**config.mk**
```make
export PLATFORM = sky130hd
export DESIGN_NAME = datagram_split_fragmenter_top
export DESIGN_NICKNAME = d
export VERILOG_FILES = /design/src/rtl/core/dsf_pkg.sv /design/src/rtl/core/dsf_front.sv /design/src/rtl/core/dsf_queue.sv /design/src/rtl/core/dsf_back.sv /design/src/rtl/core/datagram_split_fragmenter_top.sv
export SDC_FILE = /design/constraint.sdc
export NUM_CORES = 1
export LEC_CHECK = 0
export ABC_AREA = 1
export BUFFER_PORTS_ARGS = -buffer_cell sky130_fd_sc_hd__buf_2
export CELL_PAD_IN_SITES_DETAIL_PLACEMENT = 0
export CELL_PAD_IN_SITES_GLOBAL_PLACEMENT = 1
export CORE_UTILIZATION = 45
export CTS_BUF_LIST = sky130_fd_sc_hd__clkbuf_8
export CTS_CLUSTER_DIAMETER = 50
export DETAILED_ROUTE_END_ITERATION = 6
export PLACE_DENSITY = 0.79
export SETUP_SLACK_MARGIN = 0.05
export SLEW_MARGIN = 30
export SYNTH_ARGS = -nofsm -noshare
export SYNTH_HDL_FRONTEND = slang
export SYNTH_SLANG_ARGS = --single-unit
```
**constraint.sdc**
```tcl
create_clock -name clk_i -period 13.15 [get_ports clk_i]
set_clock_uncertainty 0.1 [all_clocks]
set_input_delay 1.315 -clock clk_i [delete_from_list [all_inputs] [get_ports clk_i]]
set_output_delay 1.315 -clock clk_i [all_outputs]
set_load 0.01 [all_outputs]
```
**src/rtl/core/dsf_pkg.sv**
```systemverilog
package dsf_pkg;

  // field and register widths
  localparam int unsigned SPLIT_W    = 16;
  localparam int unsigned MAGIC_W    = 32;
  localparam int unsigned LEN_W      = 24;
  localparam int unsigned SEQ_W      = 32;
  localparam int unsigned TOTAL_W    = 8;
  localparam int unsigned STATUS_W   = 2;
  localparam int unsigned CFG_IDX_W  = 1;
  localparam int unsigned CFG_DATA_W = 32;

  // fragment header layout
  localparam int unsigned HEADER_BYTES = 10;
  localparam int unsigned HDR_CNT_W    = $clog2(HEADER_BYTES);

  // default depth of the queue between front and back
  localparam int unsigned QUEUE_DEPTH_DEF = 2;

  // register reset values
  localparam logic [SPLIT_W-1:0] SPLIT_SIZE_RST = 16'd1400;
  localparam logic [MAGIC_W-1:0] MAGIC_WORD_RST = 32'hFFFF_FFFE;

  // register indexes
  localparam logic [CFG_IDX_W-1:0] REG_SPLIT_SIZE = 1'd0;
  localparam logic [CFG_IDX_W-1:0] REG_MAGIC_WORD = 1'd1;

  // result status codes
  localparam logic [STATUS_W-1:0] ST_OK       = 2'd0;
  localparam logic [STATUS_W-1:0] ST_SMALL    = 2'd1;
  localparam logic [STATUS_W-1:0] ST_TOO_MANY = 2'd2;

  // classified byte handed from front to back
  typedef struct packed {
    logic [7:0]          data;
    logic                first;
    logic [LEN_W-1:0]    len;
    logic [SEQ_W-1:0]    seq;
    logic [TOTAL_W-1:0]  total;
    logic [STATUS_W-1:0] status;
  } dsf_entry_t;

endpackage

```
**src/rtl/core/dsf_front.sv**
```systemverilog
module dsf_front
  import dsf_pkg::*;
(
  input  logic                       clk_i,
  input  logic                       rst_ni,
  input  logic [SPLIT_W-1:0]         split_size_i,
  input  logic                       in_valid_i,
  output logic                       in_ready_o,
  input  logic [7:0]                 data_byte_i,
  input  logic                       first_byte_i,
  input  logic [LEN_W-1:0]           payload_length_i,
  input  logic signed [SEQ_W-1:0]    payload_seq_i,
  input  logic                       full_i,
  output logic                       push_o,
  output dsf_entry_t                 push_data_o
);

  localparam logic [1:0] F_IDLE = 2'd0;
  localparam logic [1:0] F_CHK  = 2'd1;
  localparam logic [1:0] F_DIV  = 2'd2;
  localparam logic [1:0] F_PUSH = 2'd3;

  localparam int unsigned STEP_W = $clog2(TOTAL_W);

  logic [1:0]         state_q, state_d;
  logic [STEP_W-1:0]  step_q, step_d;
  dsf_entry_t         ent_q, ent_d;
  logic [SPLIT_W-1:0] body_q, body_d;
  logic               small_q, small_d;
  logic [LEN_W-1:0]   rem_q, rem_d;
  logic [LEN_W-1:0]   dv_q, dv_d;
  logic [TOTAL_W-1:0] quo_q, quo_d;

  logic               accept;
  logic [LEN_W-1:0]   len_eff;
  logic [LEN_W-1:0]   max_len;
  logic               ge;
  logic [TOTAL_W-1:0] quo_next;

  assign in_ready_o = (state_q == F_IDLE) && !full_i;
  assign accept     = in_valid_i && in_ready_o;
  assign len_eff    = (payload_length_i == '0) ? LEN_W'(1) : payload_length_i;

  // largest length that still fits in the fragment limit: 255 * body
  assign max_len  = (LEN_W'(body_q) << TOTAL_W) - LEN_W'(body_q);
  assign ge       = rem_q >= dv_q;
  assign quo_next = {quo_q[TOTAL_W-2:0], ge};

  // non-first bytes go straight into the queue, first bytes are classified
  always_comb begin
    push_o      = 1'b0;
    push_data_o = ent_q;
    state_d     = state_q;
    step_d      = step_q;
    ent_d       = ent_q;
    body_d      = body_q;
    small_d     = small_q;
    rem_d       = rem_q;
    dv_d        = dv_q;
    quo_d       = quo_q;
    case (state_q)
      F_IDLE: begin
        push_data_o.data   = data_byte_i;
        push_data_o.first  = 1'b0;
        push_data_o.len    = len_eff;
        push_data_o.seq    = $unsigned(payload_seq_i);
        push_data_o.total  = '0;
        push_data_o.status = ST_OK;
        if (accept) begin
          if (first_byte_i) begin
            ent_d         = push_data_o;
            ent_d.first   = 1'b1;
            body_d        = split_size_i - SPLIT_W'(HEADER_BYTES);
            small_d       = split_size_i <= SPLIT_W'(HEADER_BYTES);
            state_d       = F_CHK;
          end else begin
            push_o = 1'b1;
          end
        end
      end
      F_CHK: begin
        if (small_q) begin
          ent_d.status = ST_SMALL;
          state_d      = F_PUSH;
        end else if (ent_q.len > max_len) begin
          ent_d.status = ST_TOO_MANY;
          state_d      = F_PUSH;
        end else begin
          // ceil(len / body) = (len - 1) / body + 1
          rem_d   = ent_q.len - LEN_W'(1);
          dv_d    = LEN_W'(body_q) << (TOTAL_W - 1);
          quo_d   = '0;
          step_d  = STEP_W'(TOTAL_W - 1);
          state_d = F_DIV;
        end
      end
      F_DIV: begin
        // one quotient bit per cycle, restoring
        if (ge) begin
          rem_d = rem_q - dv_q;
        end
        dv_d  = dv_q >> 1;
        quo_d = quo_next;
        if (step_q == '0) begin
          ent_d.total = quo_next + TOTAL_W'(1);
          state_d     = F_PUSH;
        end else begin
          step_d = step_q - STEP_W'(1);
        end
      end
      F_PUSH: begin
        if (!full_i) begin
          push_o  = 1'b1;
          state_d = F_IDLE;
        end
      end
      default: state_d = F_IDLE;
    endcase
  end

  // control state
  always_ff @(posedge clk_i or negedge rst_ni) begin
    if (!rst_ni) begin
      state_q <= F_IDLE;
      step_q  <= '0;
    end else begin
      state_q <= state_d;
      step_q  <= step_d;
    end
  end

  // datapath
  always_ff @(posedge clk_i) begin
    ent_q   <= ent_d;
    body_q  <= body_d;
    small_q <= small_d;
    rem_q   <= rem_d;
    dv_q    <= dv_d;
    quo_q   <= quo_d;
  end

  // checks
  a_push_room: assert property (@(posedge clk_i) disable iff (!rst_ni)
    push_o |-> !full_i)
    else $error("front pushes into a full queue");

  a_div_len: assert property (@(posedge clk_i) disable iff (!rst_ni)
    (state_q == F_DIV) |-> !small_q && (ent_q.len <= max_len))
    else $error("division started for an out of range payload");

  a_push_total: assert property (@(posedge clk_i) disable iff (!rst_ni)
    (state_q == F_PUSH && ent_q.status == ST_OK) |-> (ent_q.total != '0))
    else $error("good first byte carries zero fragment count");

endmodule

```
**src/rtl/core/dsf_queue.sv**
```systemverilog
module dsf_queue
  import dsf_pkg::*;
#(
  parameter int unsigned Depth = QUEUE_DEPTH_DEF
) (
  input  logic       clk_i,
  input  logic       rst_ni,
  input  logic       push_i,
  input  dsf_entry_t push_data_i,
  input  logic       pop_i,
  output dsf_entry_t head_o,
  output logic       full_o,
  output logic       empty_o
);

  localparam int unsigned PtrW = (Depth > 1) ? $clog2(Depth) : 1;
  localparam int unsigned CntW = $clog2(Depth + 1);

  dsf_entry_t      mem_q [Depth];
  logic [PtrW-1:0] wr_q, rd_q;
  logic [CntW-1:0] cnt_q;

  assign full_o  = cnt_q == CntW'(Depth);
  assign empty_o = cnt_q == '0;
  assign head_o  = mem_q[rd_q];

  // pointers and fill count
  always_ff @(posedge clk_i or negedge rst_ni) begin
    if (!rst_ni) begin
      wr_q  <= '0;
      rd_q  <= '0;
      cnt_q <= '0;
    end else begin
      if (push_i) begin
        wr_q <= (wr_q == PtrW'(Depth - 1)) ? '0 : wr_q + PtrW'(1);
      end
      if (pop_i) begin
        rd_q <= (rd_q == PtrW'(Depth - 1)) ? '0 : rd_q + PtrW'(1);
      end
      if (push_i && !pop_i) begin
        cnt_q <= cnt_q + CntW'(1);
      end else if (pop_i && !push_i) begin
        cnt_q <= cnt_q - CntW'(1);
      end
    end
  end

  // storage
  always_ff @(posedge clk_i) begin
    if (push_i) begin
      mem_q[wr_q] <= push_data_i;
    end
  end

  // checks
  a_cnt_range: assert property (@(posedge clk_i) disable iff (!rst_ni)
    cnt_q <= CntW'(Depth))
    else $error("queue count out of range");

  a_no_underflow: assert property (@(posedge clk_i) disable iff (!rst_ni)
    pop_i |-> !empty_o)
    else $error("pop from empty queue");

  a_no_overflow: assert property (@(posedge clk_i) disable iff (!rst_ni)
    (push_i && !pop_i) |-> !full_o)
    else $error("push into full queue");

endmodule

```
**src/rtl/core/dsf_back.sv**
```systemverilog
module dsf_back
  import dsf_pkg::*;
(
  input  logic                clk_i,
  input  logic                rst_ni,
  input  logic [SPLIT_W-1:0]  split_size_i,
  input  logic [MAGIC_W-1:0]  magic_word_i,
  input  dsf_entry_t          head_i,
  input  logic                empty_i,
  output logic                pop_o,
  output logic                out_valid_o,
  input  logic                out_ready_i,
  output logic [7:0]          out_byte_o,
  output logic                fragment_end_o,
  output logic                run_last_o,
  output logic [STATUS_W-1:0] status_o
);

  localparam logic [1:0] B_IDLE = 2'd0;
  localparam logic [1:0] B_ERR  = 2'd1;
  localparam logic [1:0] B_HDR  = 2'd2;
  localparam logic [1:0] B_BODY = 2'd3;

  // header byte positions
  localparam logic [HDR_CNT_W-1:0] HDR_MAGIC0 = 4'd0;
  localparam logic [HDR_CNT_W-1:0] HDR_MAGIC1 = 4'd1;
  localparam logic [HDR_CNT_W-1:0] HDR_MAGIC2 = 4'd2;
  localparam logic [HDR_CNT_W-1:0] HDR_MAGIC3 = 4'd3;
  localparam logic [HDR_CNT_W-1:0] HDR_SEQ0   = 4'd4;
  localparam logic [HDR_CNT_W-1:0] HDR_SEQ1   = 4'd5;
  localparam logic [HDR_CNT_W-1:0] HDR_SEQ2   = 4'd6;
  localparam logic [HDR_CNT_W-1:0] HDR_SEQ3   = 4'd7;
  localparam logic [HDR_CNT_W-1:0] HDR_TOTAL  = 4'd8;
  localparam logic [HDR_CNT_W-1:0] HDR_INDEX  = 4'd9;

  logic [1:0]           state_q, state_d;
  logic [HDR_CNT_W-1:0] hcnt_q, hcnt_d;
  logic [TOTAL_W-1:0]   idx_q, idx_d;
  logic [TOTAL_W-1:0]   total_q, total_d;
  logic [SPLIT_W-1:0]   done_q, done_d;
  logic [LEN_W-1:0]     rem_q, rem_d;
  logic [SEQ_W-1:0]     seq_q, seq_d;
  logic                 drop_q, drop_d;

  logic                 out_valid_q, out_valid_d;
  logic [7:0]           out_byte_q, out_byte_d;
  logic                 fend_q, fend_d;
  logic                 last_q, last_d;
  logic [STATUS_W-1:0]  status_q, status_d;

  logic                 slot_free;
  logic                 load;
  logic                 head_err;
  logic                 eff_drop;
  logic [LEN_W-1:0]     eff_rem;
  logic [SPLIT_W-1:0]   eff_done;
  logic [SPLIT_W-1:0]   body;
  logic [SPLIT_W-1:0]   done_inc;
  logic [LEN_W-1:0]     rem_dec;
  logic                 fend;
  logic [7:0]           hdr_byte;

  assign slot_free = !out_valid_q || out_ready_i;
  assign head_err  = head_i.first && (head_i.status != ST_OK);

  // state as seen after a possible payload start
  assign eff_drop = head_i.first ? head_err : drop_q;
  assign eff_rem  = head_i.first ? (head_err ? '0 : head_i.len) : rem_q;
  assign eff_done = head_i.first ? '0 : done_q;

  // body size follows the live split size
  assign body     = (split_size_i <= SPLIT_W'(HEADER_BYTES)) ? SPLIT_W'(1)
                  : split_size_i - SPLIT_W'(HEADER_BYTES);
  assign done_inc = done_q + SPLIT_W'(1);
  assign rem_dec  = rem_q - LEN_W'(1);
  assign fend     = (done_inc >= body) || (rem_dec == '0);

  // header byte mux, little endian
  always_comb begin
    case (hcnt_q)
      HDR_MAGIC0: hdr_byte = magic_word_i[7:0];
      HDR_MAGIC1: hdr_byte = magic_word_i[15:8];
      HDR_MAGIC2: hdr_byte = magic_word_i[23:16];
      HDR_MAGIC3: hdr_byte = magic_word_i[31:24];
      HDR_SEQ0:   hdr_byte = seq_q[7:0];
      HDR_SEQ1:   hdr_byte = seq_q[15:8];
      HDR_SEQ2:   hdr_byte = seq_q[23:16];
      HDR_SEQ3:   hdr_byte = seq_q[31:24];
      HDR_TOTAL:  hdr_byte = total_q;
      HDR_INDEX:  hdr_byte = idx_q;
      default:    hdr_byte = '0;
    endcase
  end

  // sequencer
  always_comb begin
    state_d    = state_q;
    hcnt_d     = hcnt_q;
    idx_d      = idx_q;
    total_d    = total_q;
    done_d     = done_q;
    rem_d      = rem_q;
    seq_d      = seq_q;
    drop_d     = drop_q;
    pop_o      = 1'b0;
    load       = 1'b0;
    out_byte_d = out_byte_q;
    fend_d     = fend_q;
    last_d     = last_q;
    status_d   = status_q;
    case (state_q)
      B_IDLE: begin
        if (!empty_i) begin
          if (head_i.first) begin
            seq_d   = head_i.seq;
            idx_d   = '0;
            done_d  = '0;
            total_d = head_err ? '0 : head_i.total;
            drop_d  = eff_drop;
            rem_d   = eff_rem;
          end
          if (head_err) begin
            state_d = B_ERR;
          end else if (eff_drop || eff_rem == '0) begin
            pop_o = 1'b1;
          end else if (eff_done == '0) begin
            hcnt_d  = '0;
            state_d = B_HDR;
          end else begin
            state_d = B_BODY;
          end
        end
      end
      B_ERR: begin
        if (slot_free) begin
          load       = 1'b1;
          out_byte_d = '0;
          fend_d     = 1'b0;
          last_d     = 1'b1;
          status_d   = head_i.status;
          pop_o      = 1'b1;
          state_d    = B_IDLE;
        end
      end
      B_HDR: begin
        if (slot_free) begin
          load       = 1'b1;
          out_byte_d = hdr_byte;
          fend_d     = 1'b0;
          last_d     = 1'b0;
          status_d   = ST_OK;
          if (hcnt_q == HDR_INDEX) begin
            state_d = B_BODY;
          end else begin
            hcnt_d = hcnt_q + HDR_CNT_W'(1);
          end
        end
      end
      B_BODY: begin
        if (slot_free) begin
          load       = 1'b1;
          out_byte_d = head_i.data;
          fend_d     = fend;
          last_d     = 1'b1;
          status_d   = ST_OK;
          rem_d      = rem_dec;
          if (fend) begin
            done_d = '0;
            idx_d  = idx_q + TOTAL_W'(1);
          end else begin
            done_d = done_inc;
          end
          pop_o   = 1'b1;
          state_d = B_IDLE;
        end
      end
      default: state_d = B_IDLE;
    endcase
  end

  // output register valid
  always_comb begin
    if (load) begin
      out_valid_d = 1'b1;
    end else if (out_ready_i) begin
      out_valid_d = 1'b0;
    end else begin
      out_valid_d = out_valid_q;
    end
  end

  // control state and payload position
  always_ff @(posedge clk_i or negedge rst_ni) begin
    if (!rst_ni) begin
      state_q     <= B_IDLE;
      hcnt_q      <= '0;
      idx_q       <= '0;
      total_q     <= '0;
      done_q      <= '0;
      rem_q       <= '0;
      seq_q       <= '0;
      drop_q      <= 1'b0;
      out_valid_q <= 1'b0;
    end else begin
      state_q     <= state_d;
      hcnt_q      <= hcnt_d;
      idx_q       <= idx_d;
      total_q     <= total_d;
      done_q      <= done_d;
      rem_q       <= rem_d;
      seq_q       <= seq_d;
      drop_q      <= drop_d;
      out_valid_q <= out_valid_d;
    end
  end

  // output payload
  always_ff @(posedge clk_i) begin
    if (load) begin
      out_byte_q <= out_byte_d;
      fend_q     <= fend_d;
      last_q     <= last_d;
      status_q   <= status_d;
    end
  end

  assign out_valid_o    = out_valid_q;
  assign out_byte_o     = out_byte_q;
  assign fragment_end_o = fend_q;
  assign run_last_o     = last_q;
  assign status_o       = status_q;

  // checks
  a_err_form: assert property (@(posedge clk_i) disable iff (!rst_ni)
    (out_valid_o && status_o != ST_OK) |-> run_last_o && !fragment_end_o
      && (out_byte_o == '0))
    else $error("error result malformed");

  a_fend_last: assert property (@(posedge clk_i) disable iff (!rst_ni)
    (out_valid_o && fragment_end_o) |-> run_last_o)
    else $error("fragment end on a header byte");

  a_hdr_range: assert property (@(posedge clk_i) disable iff (!rst_ni)
    (state_q == B_HDR) |-> (hcnt_q <= HDR_INDEX))
    else $error("header counter past last header byte");

endmodule

```
**src/rtl/core/datagram_split_fragmenter_top.sv**
```systemverilog
// channel   direction  handshake                  payload
// input     in         in_valid_i / in_ready_o    data_byte, first_byte, payload_length,
//                                                 payload_seq
// output    out        out_valid_o / out_ready_i  out_byte, fragment_end, run_last, status
// config    in         cfg_we_i                   cfg_idx_i, cfg_wdata_i
//
// a payload byte inside a fragment passes the back sequencer's idle state and body state
// (idle finds it at the queue head, body loads the output register and pops it)
// a byte that opens a fragment first passes the header state for the header bytes
// a first byte also passes through the front's check and division states: a range check and a
// restoring division for the fragment count, one quotient bit a cycle
// reset is asynchronous, active low, and needs no clearing pass
// front and back stall on their own across the queue; output stalls back up
// through the output register, the queue and then in_ready_o
module datagram_split_fragmenter_top
  import dsf_pkg::*;
#(
  parameter int unsigned QUEUE_DEPTH = QUEUE_DEPTH_DEF
) (
  input  logic                    clk_i,
  input  logic                    rst_ni,
  input  logic                    cfg_we_i,
  input  logic [CFG_IDX_W-1:0]    cfg_idx_i,
  input  logic [CFG_DATA_W-1:0]   cfg_wdata_i,
  input  logic                    in_valid_i,
  output logic                    in_ready_o,
  input  logic [7:0]              data_byte_i,
  input  logic                    first_byte_i,
  input  logic [LEN_W-1:0]        payload_length_i,
  input  logic signed [SEQ_W-1:0] payload_seq_i,
  output logic                    out_valid_o,
  input  logic                    out_ready_i,
  output logic [7:0]              out_byte_o,
  output logic                    fragment_end_o,
  output logic                    run_last_o,
  output logic [STATUS_W-1:0]     status_o
);

  logic [SPLIT_W-1:0] split_size_q;
  logic [MAGIC_W-1:0] magic_word_q;

  logic       push;
  dsf_entry_t push_data;
  logic       pop;
  dsf_entry_t head;
  logic       full;
  logic       empty;

  // configuration registers
  always_ff @(posedge clk_i or negedge rst_ni) begin
    if (!rst_ni) begin
      split_size_q <= SPLIT_SIZE_RST;
      magic_word_q <= MAGIC_WORD_RST;
    end else if (cfg_we_i) begin
      case (cfg_idx_i)
        REG_SPLIT_SIZE: split_size_q <= cfg_wdata_i[SPLIT_W-1:0];
        REG_MAGIC_WORD: magic_word_q <= cfg_wdata_i[MAGIC_W-1:0];
        default: ;
      endcase
    end
  end

  // classify incoming bytes
  dsf_front u_front (
    .clk_i             (clk_i),
    .rst_ni            (rst_ni),
    .split_size_i      (split_size_q),
    .in_valid_i        (in_valid_i),
    .in_ready_o        (in_ready_o),
    .data_byte_i       (data_byte_i),
    .first_byte_i      (first_byte_i),
    .payload_length_i  (payload_length_i),
    .payload_seq_i     (payload_seq_i),
    .full_i            (full),
    .push_o            (push),
    .push_data_o       (push_data)
  );

  // decoupling queue
  dsf_queue #(
    .Depth (QUEUE_DEPTH)
  ) u_queue (
    .clk_i       (clk_i),
    .rst_ni      (rst_ni),
    .push_i      (push),
    .push_data_i (push_data),
    .pop_i       (pop),
    .head_o      (head),
    .full_o      (full),
    .empty_o     (empty)
  );

  // emit headers, bodies and errors
  dsf_back u_back (
    .clk_i          (clk_i),
    .rst_ni         (rst_ni),
    .split_size_i   (split_size_q),
    .magic_word_i   (magic_word_q),
    .head_i         (head),
    .empty_i        (empty),
    .pop_o          (pop),
    .out_valid_o    (out_valid_o),
    .out_ready_i    (out_ready_i),
    .out_byte_o     (out_byte_o),
    .fragment_end_o (fragment_end_o),
    .run_last_o     (run_last_o),
    .status_o       (status_o)
  );

endmodule

```
==> impl_metrics.env, run 1 <==
export IMPL_outcome="finished clean"
export IMPL_path_max_fanout=16
export IMPL_clk_pin_slew_ns=0.06
export IMPL_finalInstanceArea_um2=27280
export IMPL_antenna_left=0
export IMPL_clockBufferDepth=3
export IMPL_holdWs_ns=0.3717
export IMPL_port_buffers=116
export IMPL_synth_top_family_by_area="simple AND/OR/NAND/NOR gates"
export IMPL_drc=0
export IMPL_nNetsFinal=3082
export IMPL_ios=117
export IMPL_drt_initial_drc_count=1952
export IMPL_coreArea_um2=53810
export IMPL_grt_pass1_wl_um=108300
export IMPL_worstPathRequired_ns=13.42
export IMPL_synthSimpleGateAreaFrac_pct=21.10
export IMPL_synth_cell_type_count=56
export IMPL_synth_compound_area_share_pct=10.72
export IMPL_p_per_area_nw_per_um2=242.3
export IMPL_slowest_delay_ns=0.47
export IMPL_rows=85
export IMPL_async_flop_share_pct=33.26
export IMPL_synth_top_cell_by_area="edfxtp_1"
export IMPL_relSlewSlack_pct=34.75
export IMPL_tightestPinTransition_ns=0.9751
export IMPL_overflow=0
export IMPL_drive_above_1_share_pct=11.59
export IMPL_placed_area_um2=25640
export IMPL_ys_seq_area_share_pct=53.43
export IMPL_cts_hold_buf=0
export IMPL_synthCells=2783
export IMPL_vdd_drop_max_mv=0.1835
export IMPL_min_period_ns=5.057
export IMPL_hold_viol=0
export IMPL_crit_path_top_delay_cell="nor2_4"
export IMPL_cts_resized=0
export IMPL_wire_per_inst_um=19.20
export IMPL_synth_xor_area_share_pct=2.394
export IMPL_grt_max_degree=81
export IMPL_hold_path_class="reg -> reg"
export IMPL_synth_edff_count=307
export IMPL_critical_path_class="reg -> reg"
export IMPL_netlist_top_cells_area="edfxtp_1 38%, dfrtp_1 12%, nand2_1 11%, inv_1 5.2%, ha_1 4.8%"
export IMPL_synth_fa_ha_area_share_pct=4.881
export IMPL_antenna_found_initial=1
export IMPL_leakagePower_nw=12.25
export IMPL_synth_mux_area_share_pct=0.04084
export IMPL_setup_viol=0
export IMPL_cts_sinks=460
export IMPL_arrival_ns=5.32
export IMPL_total_power_mw=6.610
export IMPL_start_util_pct=45.54
export IMPL_worst_setup_path_start_kind="register"
export IMPL_h_tree_depth=3
export IMPL_grt_usage_pct=25.23
export IMPL_yosysWarnings=0
export IMPL_rsz0062_at_grt="false"
export IMPL_die_area_um2=55400
export IMPL_wirelength_um=70060
export IMPL_max_freq_mhz=197.8
export IMPL_cp_common_cell="nand2_1"
export IMPL_syn_num_nets=2981
export IMPL_cap_viol_max_count=0
export IMPL_drt_pass1_iter_count=5
export IMPL_synth_avg_cell_area_um2=8.807
export IMPL_clock_latency_ns=0.67
export IMPL_place_gp_congestion=0.9187
export IMPL_cp_cell_sequence="inv_1, ha_1, a21oi_1, a21boi_0, nand2_1, nand2_1, nand2_1, nand2_1, o211ai_1, nor3_1, nand3_1, nand2_1, nand2_1, ha_1, nand4_1, nor3_1, and3_1, a41oi_1, nand2_1, nand2_1, nor2_4, buf_4"
export IMPL_cts_tree="yes"
export IMPL_end_kind="register"
export IMPL_cts_root_buf="clkbuf_8"
export IMPL_grt_pass1_vias=18670
export IMPL_finalMaxSlewViolations=0
export IMPL_numCtsBuffers=84
export IMPL_setup_tns_ns=0
export IMPL_post_cts_buffers=0
export IMPL_final_util_pct=50.69
export IMPL_via_per_inst=5.371
export IMPL_dp_hpwl_um=50230
export IMPL_syn_area_um2=24510
export IMPL_synthFlopType="edfxtp_1"
export IMPL_period_share_pct=38.45
export IMPL_fp_dieH_um=235.4
export IMPL_vias=19590
export IMPL_die_x_um=235.4
export IMPL_syn_to_final_growth_pct=11.30
export IMPL_synth_top_area_share_pct=37.61
export IMPL_synth_seq_cells=460
export IMPL_r2r_setup_slack_ns=8.09
-- layout by cell type (no fill, tap or decap), types with 8 or more instances in the layout --
cell type and count:
inv_1 368, buf_4 12, clkinv_1 11, a21oi_1 120, o211ai_1 20, nand2_1 748
clkbuf_8 91, dfrtp_1 115, o21ai_0 175, a31oi_1 55, o22ai_1 29, o32ai_1 8
edfxtp_1 307, or2_2 8, nand2_2 8, nor2_1 236, nor4_1 17, nor2_4 8
nand4_1 46, ha_1 92, nor2_2 10, dfstp_2 37, xnor2_1 13, xor2_1 54
buf_2 115, nor3_1 25, o21ai_1 10, nand3_1 115, clkinv_2 10
-- area by class of cell --
class / instances / area [um2]
diodes: 2 / 5.005
repair buffers: 132 / 755.7
clock inverters: 61 / 344.1
well taps: 696 / 870.8
fillers: 5036 / 26540
flip-flops and latches: 460 / 13100
clock buffers: 91 / 1252
inverters: 346 / 1301
multi-input cells: 1860 / 9654
-- power by group --
part,internal [mW],switching [mW],total [mW]
combinational,0.861,2.05,2.91
sequential,2.15,0.245,2.39
clock,0.684,0.624,1.31
total,3.69,2.92,6.61
-- registers in the layout, summed over array words and instances, names as in the netlist, 16 cells and up --
name	count
u_back.done_q	16
magic_word_q	32
u_front.body_q	16
u_back.rem_q	24
u_queue.mem_q	150
u_front.rem_q	24
u_back.seq_q	32
u_front.dv_q	23
split_size_q	16
u_front.ent_q	74
-- cell usage after synthesis (all sizes together), types with 3 or more instances --
cell and n:
o21a 4, nor2 254, o221ai 4, edfxtp 307
buf 37, o41ai 5, or2 8, inv 346
o211ai 20, xnor2 13, a41oi 3, o32ai 8
dfstp 37, a31oi 55, clkbuf 80, o22ai 29
a21o 4, a21oi 121, o21ai 185, nor3 28
nand3 120, xor2 54, dfrtp 116, o21bai 7
nor4 17, a21boi 5, nand2 762, nand4 46
ha 94
-- metal layers --
metal | GRT usage [%] | vias to the layer above | part of all wire, %
li1 | - | 9516 | -
met1 | 37.33 | 9392 | 47
met2 | 38.55 | 586 | 45
met3 | 4.010 | 98 | 6.1
met4 | 6.397 | 0 | 2.0
met5 | 0 | - | 0
-- kinds of logic after synthesis --
kind of cell,count (synthesis)
AO/OA/AOI/OAI,460
XOR/XNOR,67
adder cells (fa/ha/maj),95
buffers and inverters,463
flip-flops,460
multiplexers,1
AND/OR/NAND/NOR,1237
-- through the flow --
stage / worst slack (ns) / cells
5_1_grt: 7.525 / 3647
2_1_floorplan: 6.985 / 2783
3_5_place_dp: 7.869 / 3493
4_1_cts: 7.829 / 3645
3_3_place_gp: 7.900 / 3491
6_report: 8.093 / 3648
-- worst paths after layout --
path / to / startpoint / cells past startpoint
max: u_front.dv_q[18] / u_front.body_q[10] / 22
min: u_front.step_q[2] / u_front.step_q[2] / 2
max reg2reg: u_front.dv_q[18] / u_front.body_q[10] / 22
min reg2reg: u_front.step_q[2] / u_front.step_q[2] / 2
max in group asynchronous: u_back.done_q[2] / rst_ni / 2
min in group asynchronous: u_back.done_q[13] / rst_ni / 1
-- worst max-delay path: cells and delay by family, from the launching register on --
| kind | cells | cell delay, ns |
|---|---|---|
| and+or+nand+nor | 14 | 2.56 |
| adders and majority gates | 2 | 0.65 |
| AOI/OAI and AO/OA | 4 | 0.57 |
| buffers and inverters | 2 | 0.43 |
| DFF | 1 | 0.43 |
Note: power is estimated with default switching activity, not from simulation.
==> inputs of run 2 (changes only) <==
PLACE_DENSITY = 0.82   (was 0.79)
clock period = 4.2 ns   (was 13.15 ns; I/O delays follow)
==> impl_metrics.env, run 2 (same netlist as run 1, synthesis figures left out) <==
export IMPL_outcome="complete, but fails checks"
export IMPL_violations="negative setup slack"
export IMPL_clockBufferDepth=3
export IMPL_antenna_left=0
export IMPL_antenna_found_initial=1
export IMPL_p_per_area_nw_per_um2=742.3
export IMPL_clock_latency_ns=0.68
export IMPL_finalMaxSlewViolations=0
export IMPL_die_x_um=235.4
export IMPL_cts_root_buf="clkbuf_8"
export IMPL_setup_slack_ns=-0.04607
export IMPL_hold_path_class="in -> async"
export IMPL_holdWs_ns=0.08024
export IMPL_dp_hpwl_um=49430
export IMPL_reg2reg_depth=24
export IMPL_wirelength_um=70620
export IMPL_via_per_inst=5.370
export IMPL_syn_to_final_growth_pct=18.34
export IMPL_path_max_fanout=6
export IMPL_max_freq_mhz=235.5
export IMPL_clk_pin_slew_ns=0.06
export IMPL_h_tree_depth=3
export IMPL_tightestPinTransition_ns=0.9852
export IMPL_final_util_pct=53.89
export IMPL_start_util_pct=45.54
export IMPL_cts_tree="yes"
export IMPL_coreArea_um2=53810
export IMPL_drc=0
export IMPL_cts_sinks=460
export IMPL_rows=85
export IMPL_regToRegEndpoint="u_front.rem_q[3]"
export IMPL_wire_per_inst_um=18.60
export IMPL_drive_above_1_share_pct=13.94
export IMPL_pre_cts_slack_ns=0.007526
export IMPL_numCtsBuffers=84
export IMPL_arrival_ns=4.54
export IMPL_worstPathRequired_ns=4.50
export IMPL_min_period_ns=4.246
export IMPL_die_area_um2=55400
export IMPL_drt_initial_drc_count=2024
export IMPL_period_share_pct=101.1
export IMPL_vias=20390
export IMPL_ios=117
export IMPL_hold_viol=0
export IMPL_worst_setup_path_start_kind="register"
export IMPL_total_power_mw=21.53
export IMPL_leakagePower_nw=12.97
export IMPL_cap_viol_max_count=0
export IMPL_nNetsFinal=3227
export IMPL_vdd_drop_max_mv=0.4198
export IMPL_layout_common_cells="738 x nand2_1, 358 x inv_1, 307 x edfxtp_1"
export IMPL_end_kind="register"
export IMPL_top_regs="u_queue.mem_q (150), u_front.ent_q (74)"
export IMPL_r2r_setup_slack_ns=-0.05
export IMPL_relSlewSlack_pct=33.62
export IMPL_critical_path_class="reg -> reg"
export IMPL_grt_usage_pct=25.25
export IMPL_final_common_cell="nand2_1"
export IMPL_reg2reg_from="u_front.body_q[1]"
export IMPL_grt_pass1_wl_um=108600
export IMPL_fp_dieH_um=235.4
export IMPL_regMostFlops="u_queue.mem_q"
export IMPL_drt_pass1_iter_count=5
export IMPL_grt_max_degree=106
export IMPL_grt_pass1_vias=19340
export IMPL_setup_viol=12
export IMPL_largest_reg_flops=150
export IMPL_overflow=0
export IMPL_place_gp_congestion=0.9593
export IMPL_port_buffers=116
export IMPL_rsz0062_at_grt="true"
run 2: layout make-up:
type                    instances  area [um2]
clock buffers                 101        1390
clock inverters                55       350.3
inverters                     346        1301
flip-flops and latches        460       13100
repair buffers                277        2170
multi-input cells            1860        9823
diodes                          1       2.502
well taps                     696       870.8
fillers                      4939       24810
run 2: per-layer routing:
metal,vias up,wire (um),GRT usage (%),share of wire [%]
met1,9693,32180,36.65,46
met5,-,0,0,0
met4,0,1697,6.912,2.4
met2,773,31200,38.40,44
met3,120,5546,5.077,7.9
li1,9800,-,-,-
run 2: stage by stage:
| step | setup TNS [ns] | std cells | instance area, um2 |
|---|---|---|---|
| after floorplan | -3.236 | 2783 | 24570 |
| after global placement | 0 | 3519 | 25930 |
| after detailed placement | 0 | 3519 | 25930 |
| after CTS | 0 | 3774 | 28690 |
| after global routing | -2.549 | 3796 | 29000 |
| final | -0.3867 | 3796 | 29000 |
run 2: worst max path at each step:
stage	cells past startpoint	slack, ns	start	to
2_1_floorplan	9	-0.36	u_front.state_q[0]	u_front.ent_q[2]
3_3_place_gp	21	0.06	u_front.body_q[2]	u_front.rem_q[23]
3_5_place_dp	21	0.008	u_front.body_q[0]	u_front.rem_q[23]
4_1_cts	22	0.12	u_front.body_q[10]	u_front.rem_q[8]
5_1_grt	24	-0.13	u_front.body_q[1]	u_front.rem_q[3]
6_report	24	-0.05	u_front.body_q[1]	u_front.rem_q[3]
run 2: power by group:
| group | internal, mW | switching [mW] | leakage, nW | total [mW] |
|---|---|---|---|---|
| Sequential | 6.72 | 0.756 | 4.66 | 7.48 |
| Clock | 2.39 | 1.97 | 0.980 | 4.36 |
| Combinational | 3.08 | 6.61 | 7.33 | 9.69 |
run 2: repair_timing:
item                                    4_1_cts  5_1_grt
endpoints found under the setup margin       24       56
setup buffers                                 1       20
hold endpoints to repair                    279        0
resized for setup                             2       30
cloned                                        1        1
pin swaps                                     3       21
hold buffers                                 97        0
run 2: critical path, stage by stage, from the launching register on:
cell and delay (ns):
edfxtp_1 0.47, ha_4 0.34, nand2_2 0.05, inv_2 0.08, nand3_2 0.06, nor2_1 0.08
nand2_1 0.07, nand2_2 0.10, nand2_2 0.05, nand2_2 0.06, nand2_1 0.06, o211ai_1 0.16
nor3_2 0.11, buf_4 0.16, xor2_2 0.14, ha_1 0.31, nand4_1 0.14, nor3_2 0.25
and3_4 0.23, a41oi_2 0.12, nand2_2 0.18, nand2_4 0.09, nor3_4 0.24, buf_6 0.15
clkbuf_16 0.14
